==> src/hw/rtl/ppw_pkg.sv <==
// Shared types and codes for the palette pixel window writer.
// Used by the front, queue, back and top-level modules.
`default_nettype none
package ppw_pkg;

  // input command codes
  localparam logic [1:0] CMD_PAL = 2'd0;
  localparam logic [1:0] CMD_WIN = 2'd1;
  localparam logic [1:0] CMD_PIX = 2'd2;

  // queued work kinds
  localparam logic [1:0] KIND_PAL = 2'd0;
  localparam logic [1:0] KIND_HDR = 2'd1;
  localparam logic [1:0] KIND_PIX = 2'd2;

  // configuration register indexes
  localparam logic [1:0] REG_DEPTH  = 2'd0;
  localparam logic [1:0] REG_COL_OP = 2'd1;
  localparam logic [1:0] REG_ROW_OP = 2'd2;
  localparam logic [1:0] REG_MEM_OP = 2'd3;

  localparam logic [2:0] DEPTH_DIRECT = 3'd4;
  localparam logic [7:0] COL_OP_RST   = 8'h2A;
  localparam logic [7:0] ROW_OP_RST   = 8'h2B;
  localparam logic [7:0] MEM_OP_RST   = 8'h2C;

  localparam int QUEUE_DEPTH = 4;
  localparam int QPTR_W      = 2;
  localparam int CNT_W       = 13;

  // header step positions of the command bytes
  localparam logic [3:0] HDR_COL_STEP  = 4'd0;
  localparam logic [3:0] HDR_ROW_STEP  = 4'd5;
  localparam logic [3:0] HDR_LAST_STEP = 4'd10;

  typedef struct packed {
    logic [2:0] depth;
    logic [7:0] col_op;
    logic [7:0] row_op;
    logic [7:0] mem_op;
  } cfg_t;

  typedef struct packed {
    logic [1:0]  kind;
    logic [2:0]  depth;
    logic        eol;
    logic        eow;
    logic [7:0]  pal_index;
    logic [15:0] color;
    logic [9:0]  x0;
    logic [9:0]  y0;
    logic [15:0] x1;
    logic [15:0] y1;
    logic [7:0]  pbyte;
  } entry_t;

  typedef struct packed {
    logic   valid;
    entry_t entry;
  } q_head_t;

endpackage
`default_nettype wire

==> src/hw/rtl/ppw_front.sv <==
// Front end: accepts input transactions, tracks line and window counters,
// and pushes classified work into the queue. Depends on ppw_pkg.
`default_nettype none
module ppw_front
  import ppw_pkg::*;
#(
  parameter int MAX_LINE_PIXELS = 1024
) (
  input  wire logic        clk,
  input  wire logic        rst_n,
  input  wire logic        accept,
  input  wire logic [1:0]  command,
  input  wire logic [7:0]  palette_index,
  input  wire logic [15:0] palette_color,
  input  wire logic [9:0]  window_x,
  input  wire logic [9:0]  window_y,
  input  wire logic [10:0] window_width,
  input  wire logic [10:0] window_height,
  input  wire logic [7:0]  packed_byte,
  input  wire cfg_t        cfg,
  output logic             push,
  output entry_t           push_entry
);

  logic [CNT_W-1:0] lbc_r, lbc_nxt;
  logic [CNT_W-1:0] lc_r, lc_nxt;
  logic [CNT_W-1:0] bpl_r, bpl_nxt;
  logic [10:0]      liw_r, liw_nxt;
  logic [10:0]      ew;
  logic [CNT_W-1:0] inc;
  logic [CNT_W-1:0] lc_inc;

  always_comb begin
    if (32'(window_width) > MAX_LINE_PIXELS) ew = 11'(MAX_LINE_PIXELS);
    else ew = window_width;
  end

  always_comb begin
    lbc_nxt = lbc_r;
    lc_nxt  = lc_r;
    bpl_nxt = bpl_r;
    liw_nxt = liw_r;
    push    = 1'b0;
    inc     = lbc_r + 13'd1;
    lc_inc  = lc_r + 13'd1;

    push_entry.kind      = KIND_PAL;
    push_entry.depth     = cfg.depth;
    push_entry.eol       = 1'b0;
    push_entry.eow       = 1'b0;
    push_entry.pal_index = palette_index;
    push_entry.color     = palette_color;
    push_entry.x0        = window_x;
    push_entry.y0        = window_y;
    push_entry.x1        = 16'({6'd0, window_x}) + 16'({5'd0, window_width}) - 16'd1;
    push_entry.y1        = 16'({6'd0, window_y}) + 16'({5'd0, window_height}) - 16'd1;
    push_entry.pbyte     = packed_byte;

    case (command)
      CMD_PAL: begin
        push = accept;
      end
      CMD_WIN: begin
        push            = accept;
        push_entry.kind = KIND_HDR;
        if (accept) begin
          if (cfg.depth < DEPTH_DIRECT) bpl_nxt = 13'(ew >> (~cfg.depth[1:0]));
          else bpl_nxt = {1'b0, ew, 1'b0};
          liw_nxt = window_height;
          lbc_nxt = '0;
          lc_nxt  = '0;
        end
      end
      CMD_PIX: begin
        push_entry.kind = KIND_PIX;
        // bytes outside an open window are dropped here
        if (accept && bpl_r != '0 && lc_r < {2'b00, liw_r}) begin
          push = 1'b1;
          if (inc >= bpl_r) begin
            push_entry.eol = 1'b1;
            push_entry.eow = (lc_inc >= {2'b00, liw_r});
            lbc_nxt        = '0;
            lc_nxt         = lc_inc;
          end else begin
            lbc_nxt = inc;
          end
        end
      end
      default: begin
        push = 1'b0;
      end
    endcase
  end

  always_ff @(posedge clk) begin
    if (!rst_n) begin
      lbc_r <= '0;
      lc_r  <= '0;
      bpl_r <= '0;
      liw_r <= '0;
    end else begin
      lbc_r <= lbc_nxt;
      lc_r  <= lc_nxt;
      bpl_r <= bpl_nxt;
      liw_r <= liw_nxt;
    end
  end

endmodule
`default_nettype wire

==> config.mk <==
export PLATFORM = sky130hd
export DESIGN_NAME = ppw_front
export DESIGN_NICKNAME = d
export VERILOG_FILES = /design/src/hw/rtl/ppw_pkg.sv /design/src/hw/rtl/ppw_front.sv
export SDC_FILE = /design/constraint.sdc
export NUM_CORES = 1
export LEC_CHECK = 0
export ABC_CLOCK_PERIOD_IN_PS = 4700
export BUFFER_PORTS_ARGS = -buffer_cell sky130_fd_sc_hd__buf_4
export CAP_MARGIN = 20
export CORE_ASPECT_RATIO = 1.4
export CORE_MARGIN = 10
export CORE_UTILIZATION = 40
export DETAILED_ROUTE_END_ITERATION = 12
export PLACE_DENSITY = 0.69
export SETUP_SLACK_MARGIN = 0.5
export SYNTH_ARGS = -nofsm -noshare
export SYNTH_HDL_FRONTEND = slang
export SYNTH_SLANG_ARGS = --single-unit
export TNS_END_PERCENT = 5
==> constraint.sdc <==
create_clock -name clk -period 4.7 [get_ports clk]
set_input_delay 0.235 -clock clk [delete_from_list [all_inputs] [get_ports clk]]
set_output_delay 0.235 -clock clk [all_outputs]
set_load 0.02 [all_outputs]
==> reports/metrics.csv <==
stage;metric;value;unit
status;status;complete, no violations;
yosys;syn_nets;934;
global_route;first_global_vias;4723;
run;maxCapViolations;0;
worst_setup_path;worst_setup_path_start_kind;flop;
drt;highest_layer;met4;
drt;route.met2.wl;6393;um
yosys;yosysMostFrequentCell;inv_1;
worst_setup_path;critical_path_arrival;3.39;ns
floorplan;die_area;18860;um2
yosys;ys_warn_count;0;
yosys;ys_top_cells_by_count;128 x inv_1, 87 x nand2_1, 79 x ha_1, 61 x buf_4, 49 x dfxtp_1;
worst_setup_path;path_max_fanout;18;
floorplan;die_y;158.5;um
timing;min_period;3.626;ns
floorplan;die_x;118.9;um
timing;tightest_slew;0.6799;ns
yosys;synth_cells;747;
drt;wl_met3;546;um
floorplan;num_rows;50;
cts;post-cts-setup-buffers;0;
yosys;syn_avg_cell_area;7.340;um2
pwr;peakVddDrop;0.0001325;V
worst_setup_path;worstPathRequired;4.47;ns
placed_design;preCtsSetupSlack;1.306;ns
timing;maxSlewViolCount;0;
placed_design;portBuffers;109;
cts;clk_latency;0.30;ns
cts;cts_made_buffers;5;
global_route;grt_max_degree;52;
floorplan;initial_utilization;0.4095;
yosys;async_flop_share;0;
yosys;yosysTopAreaCell;ha_1;
timing;final_hold_viol_count;0;
timing;setup_ws;1.074;ns
global_route;grt_first_pass_wirelength;21560;um
final_layout;final_nets;971;
drt;vias;4851;
pwr;p_per_area;223.2;nW/um2
drt;initialDrtViolationCount;247;
final_layout;utilization;0.4588;
timing;fin_worst_skew;0.009246;ns
timing;period_share;0.7716;
yosys;synth_edf_count;0;
cts;clockRootBuffer;clkbuf_16;
drt;drtPass1Iterations;5;
cts;cts_buffer_depth;2;
timing;finalSetupViolations;0;
worst_setup_path;crit_type;reg -> out;
placed_design;placed_area;6000;um2
yosys;yosysTopAreaCellShare;0.1803;
final_layout;area_delta_synth_final;12.03;%
timing;rsz0062_at_grt;false;
cts;cts.sinks;49;
cts;cts_resized;0;
cts;htree_levels;2;
drt;drc;0;
cts;cts_hold_buf;0;
global_route;grt-ovfl-total;0;
yosys;synth.area.top_cells;ha_1 18%, dfxtp_1 18%, inv_1 8.8%;
global_route;antenna_found_initial;0;
final_layout;antennaDiodeCount;0;
drt;via_per_inst;5.017;
hold_path;hp-class;in -> reg;
placed_design;post-dp-hpwl;10410;um
pwr;p_sw;500.2;uW
pwr;combPwrFrac;0.421;
final_layout;nFillCells;1425;
final_layout;fin_area;6142;um2
timing;clock.fmax;0.2757;GHz
drt;routedWlPerCell;13.40;um
yosys;ys.flop_type;dfxtp_1;
cts;cts.clk_slew.worst_paths;0.07;ns
yosys;ys_ff_latch;49;
timing;fin_setup_tns;0;ns
global_route;grt_usage;0.1344;
floorplan;core-area;13390;um2
timing;relSlewSlack;0.5408;
pwr;pwr-share-seq;0.311;
pwr;leakagePower;3.011;nW
pwr;p_int;870.7;uW
pwr;power.total;1.371;mW
yosys;synth_cell_type_count;64;
placed_design;gp_congestion;0.8018;
pwr;switching_share;0.3649;
drt;drt-met1-wl;5647;um
final_layout;drive_gt1_frac;0.1694;
floorplan;ios;198;
drt;wl;12960;um
yosys;netlist_area;5483;um2
yosys;seq_area_frac_synth;0.1789;
pwr;pwr-share-clk;0.268;
cts;cts_tree;built;
drt;ant_nets;0;
worst_setup_path;critPathCaptureType;output port;
-- worst paths after layout --
kind                                        to  slack [ns]             start  cells after the start
worst max-delay path            push_entry[84]        1.07          lbc_r[0]                     11
worst max register to register        lbc_r[5]        1.33          lbc_r[0]                     13
worst min register to register        liw_r[5]        0.46          liw_r[5]                      2
worst min-delay path                  liw_r[5]        0.20  window_height[5]                      3
-- metal layers --
layer	up-vias	track usage
li1	2527	-
met5	-	0
met3	30	0.02410
met2	102	0.2374
met1	2192	0.1561
met4	0	0.05773
-- area by class of cell --
type	count	area (um2)	share of cell area
clock buffers	6	128.9	0.02098
clock inverters	2	13.76	0.002241
inverters	129	484.2	0.07883
multi-input cells	488	3473	0.5655
flip-flops and latches	49	980.9	0.1597
well taps	182	227.7	0.03707
repair buffers	111	833.3	0.1357
-- cell usage in the layout, fill, tap and decap left out, types with 5 or more instances in the layout --
cell	instances
a21boi_0	19
a21o_1	6
a21oi_1	35
and3_1	17
buf_4	111
clkbuf_16	5
dfxtp_1	49
ha_1	79
inv_1	128
mux2i_1	6
nand2_1	87
nand2b_1	7
nand3_1	28
nand3b_1	5
nand4_1	7
nor2_1	28
nor2b_1	10
nor3_1	10
nor4_1	15
o211ai_1	5
o21a_1	7
o21ai_0	22
o22ai_1	6
xnor2_1	19
xor2_1	11
-- power groups by stage --
stage | Sequential, mW | Combinational (mW) | Clock [mW]
final | 0.427 | 0.577 | 0.367
after CTS | 0.427 | 0.586 | 0.376
after global placement | 0.436 | 0.581 | 0
after global routing | 0.428 | 0.641 | 0.389
after floorplan | 0.436 | 0.425 | 0
after detailed placement | 0.437 | 0.583 | 0
-- kinds of logic after synthesis --
logic type,synth area share
compound gates,0.1778
flops,0.1789
mux,0.01095
xor+xnor,0.04792
fa+ha+maj,0.1876
buf+inv,0.1885
simple gates,0.2084
-- state kept, by name (all words and copies together), names as in the netlist --
register	cells
lbc_r	13
lc_r	13
bpl_r	12
liw_r	11
-- worst max-delay path, stage by stage, from the launching register on --
cell and delay [ns]:
dfxtp_1 0.40, ha_1 0.26, inv_1 0.07, nor3_1 0.44, and3_1 0.27, xnor2_1 0.09, ha_1 0.30, nand4_1 0.10
o31ai_2 0.54, o21bai_4 0.24, a21oi_1 0.21, buf_4 0.17
-- stage by stage --
| stage | instances | hold WS, ns |
|---|---|---|
| final | 967 | 0.1994 |
| after global routing | 967 | 0.2076 |
| after CTS | 967 | 0.1962 |
| after detailed placement | 959 | 0.4566 |
| after global placement | 959 | 0.4502 |
| after floorplan | 747 | 0.3799 |
No activity file was read; power rests on OpenSTA's default activity.
