$ cat src/hw/rtl/ppw_pkg.sv
// Shared types and codes for the palette pixel window writer.
// Used by the front, queue, back and top-level modules.
`default_nettype none
package ppw_pkg;

  // input command codes
  localparam logic [1:0] CMD_PAL = 2'd0;
  localparam logic [1:0] CMD_WIN = 2'd1;
  localparam logic [1:0] CMD_PIX = 2'd2;

  // queued work kinds
  localparam logic [1:0] KIND_PAL = 2'd0;
  localparam logic [1:0] KIND_HDR = 2'd1;
  localparam logic [1:0] KIND_PIX = 2'd2;

  // configuration register indexes
  localparam logic [1:0] REG_DEPTH  = 2'd0;
  localparam logic [1:0] REG_COL_OP = 2'd1;
  localparam logic [1:0] REG_ROW_OP = 2'd2;
  localparam logic [1:0] REG_MEM_OP = 2'd3;

  localparam logic [2:0] DEPTH_DIRECT = 3'd4;
  localparam logic [7:0] COL_OP_RST   = 8'h2A;
  localparam logic [7:0] ROW_OP_RST   = 8'h2B;
  localparam logic [7:0] MEM_OP_RST   = 8'h2C;

  localparam int QUEUE_DEPTH = 4;
  localparam int QPTR_W      = 2;
  localparam int CNT_W       = 13;

  // header step positions of the command bytes
  localparam logic [3:0] HDR_COL_STEP  = 4'd0;
  localparam logic [3:0] HDR_ROW_STEP  = 4'd5;
  localparam logic [3:0] HDR_LAST_STEP = 4'd10;

  typedef struct packed {
    logic [2:0] depth;
    logic [7:0] col_op;
    logic [7:0] row_op;
    logic [7:0] mem_op;
  } cfg_t;

  typedef struct packed {
    logic [1:0]  kind;
    logic [2:0]  depth;
    logic        eol;
    logic        eow;
    logic [7:0]  pal_index;
    logic [15:0] color;
    logic [9:0]  x0;
    logic [9:0]  y0;
    logic [15:0] x1;
    logic [15:0] y1;
    logic [7:0]  pbyte;
  } entry_t;

  typedef struct packed {
    logic   valid;
    entry_t entry;
  } q_head_t;

endpackage
`default_nettype wire

$ cat src/hw/rtl/ppw_queue.sv
// Short work queue between front and back ends.
// Depends on ppw_pkg for the entry type and depth.
`default_nettype none
module ppw_queue
  import ppw_pkg::*;
(
  input  wire logic   clk,
  input  wire logic   rst_n,
  input  wire logic   push,
  input  wire entry_t push_entry,
  input  wire logic   pop,
  output logic        full,
  output q_head_t     head
);

  localparam int CNTQ_W = QPTR_W + 1;

  entry_t              mem_r [QUEUE_DEPTH];
  logic [QPTR_W-1:0]   wptr_r, rptr_r;
  logic [CNTQ_W-1:0]   cnt_r, cnt_nxt;

  assign full       = (cnt_r == CNTQ_W'(QUEUE_DEPTH));
  assign head.valid = (cnt_r != '0);
  assign head.entry = mem_r[rptr_r];

  always_comb begin
    cnt_nxt = cnt_r;
    if (push && !pop) cnt_nxt = cnt_r + CNTQ_W'(1);
    else if (!push && pop) cnt_nxt = cnt_r - CNTQ_W'(1);
  end

  always_ff @(posedge clk) begin
    if (push) mem_r[wptr_r] <= push_entry;
  end

  always_ff @(posedge clk) begin
    if (!rst_n) begin
      wptr_r <= '0;
      rptr_r <= '0;
      cnt_r  <= '0;
    end else begin
      if (push) wptr_r <= wptr_r + QPTR_W'(1);
      if (pop) rptr_r <= rptr_r + QPTR_W'(1);
      cnt_r <= cnt_nxt;
    end
  end

endmodule
`default_nettype wire

$ cat config.mk
export PLATFORM = sky130hd
export DESIGN_NAME = ppw_queue
export DESIGN_NICKNAME = d
export VERILOG_FILES = /design/src/hw/rtl/ppw_pkg.sv /design/src/hw/rtl/ppw_queue.sv
export SDC_FILE = /design/constraint.sdc
export NUM_CORES = 1
export LEC_CHECK = 0
export BUFFER_PORTS_ARGS = -buffer_cell sky130_fd_sc_hd__buf_2
export CORE_MARGIN = 4
export CORE_UTILIZATION = 55
export CTS_BUF_LIST = sky130_fd_sc_hd__clkbuf_4
export CTS_CLUSTER_DIAMETER = 120
export DETAILED_ROUTE_END_ITERATION = 6
export GPL_TIMING_DRIVEN = 1
export PLACE_DENSITY = 0.77
export SKIP_LAST_GASP = 1
export SYNTH_ARGS = -nofsm -noshare
export SYNTH_HDL_FRONTEND = slang
export SYNTH_SLANG_ARGS = --single-unit
export TNS_END_PERCENT = 10
$ cat constraint.sdc
create_clock -name clk -period 4 [get_ports clk]
set_clock_uncertainty 0.2 [all_clocks]
set_input_delay 0.6 -clock clk [delete_from_list [all_inputs] [get_ports clk]]
set_output_delay 0.6 -clock clk [all_outputs]
set_load 0.02 [all_outputs]
==> results of run 1 <==
-- where the power goes --
group | switching (W) | internal (W) | leakage (nW) | total (W)
Combinational | 0.000551 | 0.000437 | 1.84 | 0.000988
Clock | 0.00138 | 0.00168 | 0.677 | 0.00306
Sequential | 0.0000779 | 0.00449 | 3.42 | 0.00457
-- critical path, stage by stage, from the launching register on --
cell and delay [ns]:
dfxtp_4 0.69, buf_4 0.41, mux4_2 0.56, buf_2 0.18
-- flip-flops by register name (all words and copies together), names as in the netlist, named ones only --
name	cells
rptr_r	2
cnt_r	3
mem_r	364
wptr_r	2
-- metrics by stage --
step | setup WS (ns) | util | power, W
3_3_place_gp | 1.35 | 0.612 | 0.00553
2_1_floorplan | 0.632 | - | 0.00525
6_report | 0.665 | 0.697 | 0.00861
3_5_place_dp | 1.30 | 0.612 | 0.00557
5_1_grt | 0.421 | 0.697 | 0.00903
4_1_cts | 0.526 | 0.697 | 0.00870
-- cell families after synthesis --
logic type	synth area share
DFF	0.813
and+or+nand+nor	0.00677
xor gates and xnor gates	0.00320
muxes	0.151
AOI/OAI and AO/OA	0.000915
adders and majority gates	0.00604
buffers and inverters	0.0187
-- cells in the mapped netlist --
library cell	instances
a21boi_0	1
and2_1	9
buf_12	9
buf_2	9
buf_6	1
clkbuf_1	1
dfxtp_1	9
edfxtp_1	364
fa_1	1
ha_1	5
inv_1	4
mux2i_1	2
mux4_2	91
nand2_1	1
nor2b_1	2
nor3b_1	1
o21ai_0	1
or3_1	2
xnor2_1	2
xor2_1	3
-- layout make-up --
cell class,instances,share of cell area
Antenna cell,3,0.000442
Clock buffer,130,0.0574
Sequential cell,373,0.654
Inverter,4,0.000883
Clock inverter,19,0.00979
Multi-Input combinational cell,121,0.136
Timing Repair Buffer,293,0.118
Tap cell,324,0.0238
-- path summary, 6_finish.rpt --
check,cells past startpoint,end,slack [ns]
max,3,head[53],0.67
min,3,flop,0.11
max reg2reg,3,mem_r[1][44],1.70
min reg2reg,2,cnt_r[2],0.35
-- metal layers --
| metal | up-vias | track usage |
|---|---|---|
| li1 | 3011 | - |
| met1 | 3503 | 0.266 |
| met2 | 263 | 0.319 |
| met3 | 37 | 0.0603 |
| met4 | 2 | 0.0649 |
| met5 | - | 0 |
==> metrics, run 1 <==
Min Hold Slack=0.110 ns; Syn Area/Cell=approximately 26 um^2; postcts setup bufs=0; Post-Syn Area=13,700 um^2; Crit. End Element=primary output; Data arrival, critical path=between 2 and 3 ns; Storage cell area=between 10,000 and 15,000 um^2; final non-filler cell area=between 15,000 and 20,000 um^2; Syn Inst Count=a little over 500; share of Yosys cell area claimed by the top area cell type=0.800; Clk Latency, worst-skew pair=0.68 ns; maximum VDD drop=0.000299 V; sequential area share after synthesis=0.813; Starting Density=0.560; final net count=982; H-tree depth=3; vias in the first global route=roughly 7,600; CTS tree=yes; most frequent cells in the layout=edfxtp_1 (364), buf_2 (187), clkbuf_4 (130), dlygate4sd3_1 (92), mux4_2 (91); pin count of the biggest net entering global routing=between 50 and 60; DR DRC count=0; WP data required=3.20 ns; GP Congestion=roughly 0.75; via density per instance=about 5.4; Leak=5.93 nW; Routed met3 length=about 1.8 mm; cts repair resizes=0; setup TNS=0 ns; Critical Path Source Type=flop; DP HPWL=between 15 and 20 mm; Syn-to-layout area delta=24.4%; CTS clock-pin slew for the worst setup and hold paths=0.06 ns; PD cells=~510 nW/um^2; fin crit share=0.834; initial antenna violation count=3; top layer in use=met5; die width=~170 um; hold crit path type=input port to flop; synth top area cells=edfxtp_1 (80%), mux4_2 (15%), buf_12 (1.3%), dfxtp_1 (1.3%), ha_1 (0.46%); Slew Limit Fails=0; hold_buf cts=just over 90; Setup violations, final=0; worst-case clock buffer depth=3; Num CTS Buffers=88; DRT antenna net count=0; Mapped Nets=619; area of the multi-input gates=2310 um^2; fillers=~1,500; wl on met1=around 11 mm; grt ovf=0; Max-slew headroom=0.451; FP Rows=57; max-capacitance violation count=0; RSZ-0062 raised after global routing=no; area of placed instances=about 15,000 um^2; f_max=about 300 MHz; DR vias=between 6,000 and 7,000; Routed WL per cell=21.0 um; first-pass GRT wire length=approximately 42 mm; fin crit period=~3.3 ns; layout cells sized above 1=0.465; post-synth cell types=20; RR Startpoint=wptr_r[0]; Placed Cells=between 1,000 and 1,500; most common cell after layout, fill and taps aside=edfxtp_1; YS warnings=0; GRT Util Overall=0.198; Die ar.=approximately 27,000 um^2; final hold vios=0; Tightest Pin Transition=approximately 0.82 ns; CP Max Fanout=24; Die Ht=~170 um; critical path class=flop to primary output; root buffer cell=clkbuf_4; drt pass-1 iters=7; register bit total from synthesis=about 370; Core ar.=about 24,000 um^2; DR WL met2=~13 mm; IO Count=between 150 and 200; clk sinks=373; initial drt markers=approximately 560; Buffers on Ports=187; largest area contributor in the netlist=edfxtp_1; hold_sp=pop; fin cells=between 1,000 and 1,500; Routed WL=about 27 mm; status=completed
Power figures use the tool's default switching activity.
==> inputs of run 2 (changes only) <==
--- a/config.mk
+++ b/config.mk
@@ -5,6 +5,7 @@
 export SDC_FILE = /design/constraint.sdc
 export NUM_CORES = 1
 export LEC_CHECK = 0
+export ABC_AREA = 1
 export BUFFER_PORTS_ARGS = -buffer_cell sky130_fd_sc_hd__buf_2
 export CORE_MARGIN = 4
 export CORE_UTILIZATION = 55
==> constraint.sdc (replaced) <==
create_clock -name clk -period 3.5 [get_ports clk]
set_clock_uncertainty 0.2 [all_clocks]
set_input_delay 0.525 -clock clk [delete_from_list [all_inputs] [get_ports clk]]
set_output_delay 0.525 -clock clk [all_outputs]
set_load 0.02 [all_outputs]
==> metrics, run 2 <==
critical path class=flop to primary output (unchanged); CTS clock-pin slew for the worst setup and hold paths=0.06 ns (about the same); PD cells=569 nW/um^2 (was 507 nW/um^2); final net count=1,372 (was 982); Data arrival, critical path=2.42 ns (was 2.53 ns); Routed WL per cell=18.0 um (was 21.0 um); layout cells sized above 1=0.260 (was 0.465); Synth Area in Compound Gates=0.110 (was 0.000915); initial drt markers=661 (was 558); mux contribution to synthesized area=0 (was 0.151); Crit. End Element=primary output (unchanged); WP data required=2.77 ns (was 3.20 ns); final hold vios=0 (unchanged); sequential area share after synthesis=0.798 (was 0.813); die width=167 um (was 166 um); share of Yosys cell area claimed by the top area cell type=0.785 (was 0.800); YS warnings=0 (unchanged); Clk Latency, worst-skew pair=0.70 ns (was 0.68 ns); f_max=between 300 and 400 MHz; Buffers on Ports=187 (unchanged); postcts setup bufs=0 (unchanged); Routed WL=30.0 mm (was 26.6 mm); status=completed (unchanged); Mapped Nets=1,040 (was 619); Starting Density=0.566 (was 0.560); fin crit share=0.899; xor/xnor share of the synthesized area=0 (was 0.00320); vias in the first global route=9,368 (was 7,628); Core ar.=24,600 um^2 (was 24,400 um^2); Syn-to-layout area delta=24.2% (was 24.4%); Leak=6.25 nW (was 5.93 nW); DR vias=9,063 (was 6,816); slowest stage delay, CP=0.45 ns (was 0.69 ns); main combinational cell family by area after synthesis=compound AO/OA/AOI/OAI gates (was multiplexers); worst-case clock buffer depth=3 (unchanged); area of placed instances=15,100 um^2 (was 14,900 um^2); Syn Area/Cell=14.8 um^2 (was 26.4 um^2); IO Count=188 (unchanged); most frequent cells in the layout=edfxtp_1 (364), nor2_1 (188), o21ai_0 (187), buf_2 (187), clkbuf_4 (128) (was edfxtp_1 (364), buf_2 (187), clkbuf_4 (130), dlygate4sd3_1 (92), mux4_2 (91)); count leader, synth=edfxtp_1 (unchanged); grt ovf=0 (unchanged); adder-cell share of the synthesized area=0.00593 (was 0.00604); GRT Util Overall=0.212 (was 0.198); fraction of the mapped netlist area in simple logic gates=0.0545 (was 0.00677); root buffer cell=clkbuf_4 (unchanged); DRT antenna net count=0 (unchanged); Largest register FFs=364 (unchanged); hold crit path type=flop to flop (was input port to flop); Commonest cells post-synth=edfxtp_1 (364), nor2_1 (188), o21ai_0 (187), o22ai_1 (91), clkbuf_1 (28) (was edfxtp_1 (364), mux4_2 (91)); GP Congestion=0.733 (was 0.751); Post-Syn Area=13,900 um^2 (was 13,700 um^2); maximum VDD drop=0.000360 V (was 0.000299 V); most common cell after layout, fill and taps aside=edfxtp_1 (unchanged); Regs by FF count=mem_r (364), cnt_r (3) (unchanged); first-pass GRT wire length=47.5 mm (was 42.4 mm); Cell Chain, Critical Path=inv_2, buf_4, o21ai_0, o22ai_1, buf_2 (was buf_4, mux4_2, buf_2); setup TNS=0 ns (unchanged); DP HPWL=16.3 mm (was 15.6 mm); Tot Pwr=0.00984 W (was 0.00861 W); drt pass-1 iters=5 (was 7); Tightest Pin Transition=0.719 ns (was 0.824 ns); H-tree depth=3 (unchanged); clk sinks=373 (unchanged); pin count of the biggest net entering global routing=99 (was 52); slowest CP cell=buf_4 (was dfxtp_4); Syn Inst Count=939 (was 518); RSZ-0062 raised after global routing=no (unchanged); max-capacitance violation count=0 (unchanged); Slew Limit Fails=0 (unchanged); post-synth cell types=21 (was 20); DR DRC count=0 (unchanged); fin crit period=between 3 and 4 ns; CTS tree=yes (unchanged); most flop-heavy register=mem_r (unchanged); final non-filler cell area=17,300 um^2 (was 17,000 um^2); async set-reset flop share out of synthesis=0 (unchanged); largest area contributor in the netlist=edfxtp_1 (unchanged); Post-synth EDFFs=364 (unchanged); Critical Path Source Type=flop (unchanged); FP Rows=57 (unchanged); Num CTS Buffers=90 (was 88); initial antenna violation count=1 (was 3); Die Ht=167 um (was 166 um); synth top area cells=edfxtp_1 (78%), o21ai_0 (6.7%), nor2_1 (5.1%), o22ai_1 (4.1%), buf_6 (1.5%) (was edfxtp_1 (80%), mux4_2 (15%), buf_12 (1.3%), dfxtp_1 (1.3%), ha_1 (0.46%)); register bit total from synthesis=373 (unchanged); Post-synth top flop=edfxtp_1 (unchanged); CP Max Fanout=50 (was 24); via density per instance=5.45 (was 5.38); Max-slew headroom=0.521 (was 0.451); Die ar.=27,900 um^2 (was 27,400 um^2); Setup violations, final=0 (unchanged)
[run 2: cell types whose count changed in the layout (fill, tap and decap cells not counted), moves of 4 or more]
cell	previous run	this run
nor2_1	0	188
and2_4	4	0
inv_1	4	11
inv_4	0	5
o21ai_0	1	187
a21oi_1	0	4
clkinv_1	10	22
mux4_2	91	0
and2_1	5	0
nand2_1	1	10
buf_12	3	9
o22ai_1	0	91
[run 2: area by class of cell]
type / instances / area, um^2
fillers: 1595 / 7310
well taps: 324 / 405
flip-flops and latches: 373 / 11100
repair buffers: 299 / 2130
inverters: 17 / 76.3
multi-input cells: 490 / 2370
clock inverters: 30 / 230
diodes: 3 / 7.51
clock buffers: 128 / 961
[run 2: critical path: cells and delay by family (launching register included)]
| kind | cells | cell delay [ns] |
|---|---|---|
| buf+inv | 3 | 0.78 |
| compound gates | 2 | 0.47 |
| flops | 1 | 0.44 |
[run 2: kinds of logic (layout without fill, tap and decap cells)]
group / after synthesis / count (layout)
flops: 373 / 373
simple gates: 201 / 201
buf+inv: 76 / 474
other cells: 0 / 3
compound gates: 283 / 283
fa+ha+maj: 6 / 6
[run 2: where the power goes]
| group | leakage (nW) | internal (W) | switching, W |
|---|---|---|---|
| combinational | 2.14 | 0.000363 | 0.000706 |
| clock | 0.696 | 0.00198 | 0.00163 |
| sequential | 3.42 | 0.00510 | 0.0000584 |
| total | 6.25 | 0.00745 | 0.00239 |
[run 2: worst paths after layout]
| path | from | end | slack, ns | depth (start not counted) |
|---|---|---|---|---|
| setup / recovery | flop | head[44] | 0.35 | 5 |
| hold / removal | rptr_r[1] | flop | 0.24 | 1 |
| setup reg to reg | wptr_r[0] | mem_r[0][48] | 1.33 | 5 |
| hold reg to reg | rptr_r[1] | flop | 0.24 | 1 |
[run 2: routing by layer]
layer / global-route usage / vias to the layer above / wire [um]
met5: 0 / - / 0
met4: 0.0805 / 0 / 456
met3: 0.0648 / 39 / 2590
met2: 0.357 / 382 / 15000
met1: 0.263 / 4373 / 12000
li1: - / 4269 / -
[run 2: repair_timing]
action | CTS | global route
gates resized for setup | 0 | 0
hold buffers | 95 | 0
endpoints found under the hold margin | 373 | 0
[run 2: stage by stage]
step,std cells,hold slack (ns),setup WS [ns],util
floorplan,939,0.212,0.508,-
global placement,1408,0.230,1.15,0.616
detailed placement,1408,0.252,1.08,0.616
CTS,1661,0.227,0.257,0.703
global route,1663,0.248,0.126,0.703
finish,1664,0.243,0.353,0.703
==> inputs of run 3 (changes only) <==
--- a/config.mk
+++ b/config.mk
@@ -8,12 +8,12 @@
 export ABC_AREA = 1
 export BUFFER_PORTS_ARGS = -buffer_cell sky130_fd_sc_hd__buf_2
 export CORE_MARGIN = 4
-export CORE_UTILIZATION = 55
+export CORE_UTILIZATION = 50
 export CTS_BUF_LIST = sky130_fd_sc_hd__clkbuf_4
 export CTS_CLUSTER_DIAMETER = 120
 export DETAILED_ROUTE_END_ITERATION = 6
 export GPL_TIMING_DRIVEN = 1
-export PLACE_DENSITY = 0.77
+export PLACE_DENSITY = 0.71
 export SKIP_LAST_GASP = 1
 export SYNTH_ARGS = -nofsm -noshare
 export SYNTH_HDL_FRONTEND = slang
==> metrics, run 3 (synthesized netlist as in run 2, its figures left out) <==
pin count of the biggest net entering global routing=183 (was 99); final net count=1,375 (was 1,372); DP HPWL=17.0 mm (was 16.3 mm); hold crit path type=flop to flop (unchanged); first-pass GRT wire length=48.3 mm (was 47.5 mm); Max-slew headroom=0.485 (was 0.521); Die Ht=175 um (was 167 um); Critical Path Source Type=flop (unchanged); Routed WL per cell=18.3 um (was 18.0 um); Tot Pwr=0.00960 W (was 0.00984 W); Slew Limit Fails=0 (unchanged); initial antenna violation count=3 (was 1); critical path class=flop to primary output (unchanged); maximum VDD drop=0.000342 V (was 0.000360 V); PD cells=557 nW/um^2 (was 569 nW/um^2); initial drt markers=663 (was 661); final setup margin=0.290 ns (was 0.353 ns); cts repair resizes=0 (unchanged); Crit. End Element=primary output (unchanged); H-tree depth=3 (unchanged); Clk Latency, worst-skew pair=0.66 ns (was 0.70 ns); fin util=0.634 (was 0.703); Syn-to-layout area delta=23.7% (was 24.2%); IO Count=188 (unchanged); fillers=2,072 (was 1,595); Num CTS Buffers=93 (was 90); via density per instance=5.35 (was 5.45); status=completed (unchanged); f_max=312 MHz (was 318 MHz); setup TNS=0 ns (unchanged); Leak=6.20 nW (was 6.25 nW); DRT antenna net count=0 (unchanged); clk sinks=373 (unchanged); CTS tree=yes (unchanged); fin crit share=0.917 (was 0.899); most common cell after layout, fill and taps aside=edfxtp_1 (unchanged); GP Congestion=0.729 (was 0.733); DR vias=9,095 (was 9,063); Placed Cells=1,457 (was 1,408); drt pass-1 iters=4 (was 5); DR DRC count=0 (unchanged); Largest register FFs=364 (unchanged); Routed WL=31.1 mm (was 30.0 mm); CP Max Fanout=34 (was 50); slowest CP cell=dfxtp_4 (was buf_4); fin cells=1,700 (was 1,664); Core ar.=27,200 um^2 (was 24,600 um^2); Regs by FF count=mem_r (364), cnt_r (3) (unchanged); die width=175 um (was 167 um); layout cells sized above 1=0.263 (was 0.260); Die ar.=30,600 um^2 (was 27,900 um^2); grt ovf=0 (unchanged); RSZ-0062 raised after global routing=no (unchanged); max-capacitance violation count=0 (unchanged); Data arrival, critical path=2.48 ns (was 2.42 ns); Tightest Pin Transition=0.773 ns (was 0.719 ns); vias in the first global route=9,559 (was 9,368); fin crit period=3.21 ns (was 3.15 ns); FP Rows=60 (was 57); most frequent cells in the layout=edfxtp_1 (364), nor2_1 (188), o21ai_0 (187), buf_2 (187), clkbuf_4 (135) (was edfxtp_1 (364), nor2_1 (188), o21ai_0 (187), buf_2 (187), clkbuf_4 (128)); slowest stage delay, CP=0.47 ns (was 0.45 ns); CTS clock-pin slew for the worst setup and hold paths=0.07 ns (was 0.06 ns); GRT Util Overall=0.199 (was 0.212); worst-case clock buffer depth=3 (unchanged); most flop-heavy register=mem_r (unchanged); WP data required=2.77 ns (about the same); Cell Chain, Critical Path=inv_2, buf_4, o21ai_0, o22ai_1, buf_2 (unchanged); final hold vios=0 (unchanged); Setup violations, final=0 (unchanged); Buffers on Ports=187 (unchanged); pre-CTS setup slack=1.02 ns (was 1.08 ns); root buffer cell=clkbuf_4 (unchanged); Starting Density=0.513 (was 0.566)
-- run 3: cell types whose count changed in the layout (fill, tap and decap cells not counted) --
cell and delta:
buf_12 -1, clkinv_4 -2, dlygate4sd3_1 -1, buf_4 +2, clkinv_1 -12, dfxtp_4 +1, dfxtp_2 -1, clkbuf_4 +7
bufinv_16 -3, clkinv_2 -2
-- run 3: worst max-delay path, delay by kind of cell (launching register included) --
| family | cells | cell delay [ns] |
|---|---|---|
| DFF | 1 | 0.47 |
| buffers and inverters | 3 | 0.97 |
| AOI/OAI and AO/OA | 2 | 0.35 |
-- run 3: cell type report --
class,count,area [um^2],share of cell area
flip-flops and latches,373,11100,0.645
clock inverters,11,67.6,0.00392
clock buffers,135,1010,0.0588
repair buffers,299,2110,0.123
multi-input cells,490,2370,0.138
well taps,372,465,0.0270
inverters,17,76.3,0.00443
diodes,3,7.51,0.000436
-- run 3: per-layer routing --
metal  global-route usage  up-vias  wire length (um)
li1                     -     4260                 -
met1                0.232     4433             12200
met2                0.347      343             15700
met3               0.0586       57              2400
met4               0.0802        2               754
met5                    0        -                 7
-- run 3: final timing paths --
kind             endpoint  slack, ns  startpoint  cells past startpoint
max              head[20]       0.29        flop                      5
max reg2reg  mem_r[0][46]       1.48   wptr_r[0]                      5
min                  flop       0.24   rptr_r[1]                      1
min reg2reg          flop       0.24   rptr_r[1]                      1
-- run 3: where the power goes --
group	internal [W]	switching, W
clock network	0.00181	0.00156
registers	0.00510	0.0000504
logic	0.000359	0.000719
-- run 3: what timing repair did --
| item | 4_1_cts | 5_1_grt |
|---|---|---|
| endpoints found under the hold margin | 373 | 0 |
| buffers inserted | 0 | 0 |
| hold buffers | 94 | 0 |
-- run 3: through the flow --
step / hold WS [ns] / area [um^2]
after CTS: 0.245 / 17200
after detailed placement: 0.247 / 15200
after global placement: 0.219 / 15200
after floorplan: 0.212 / 13900
after global routing: 0.271 / 17200
final: 0.235 / 17200
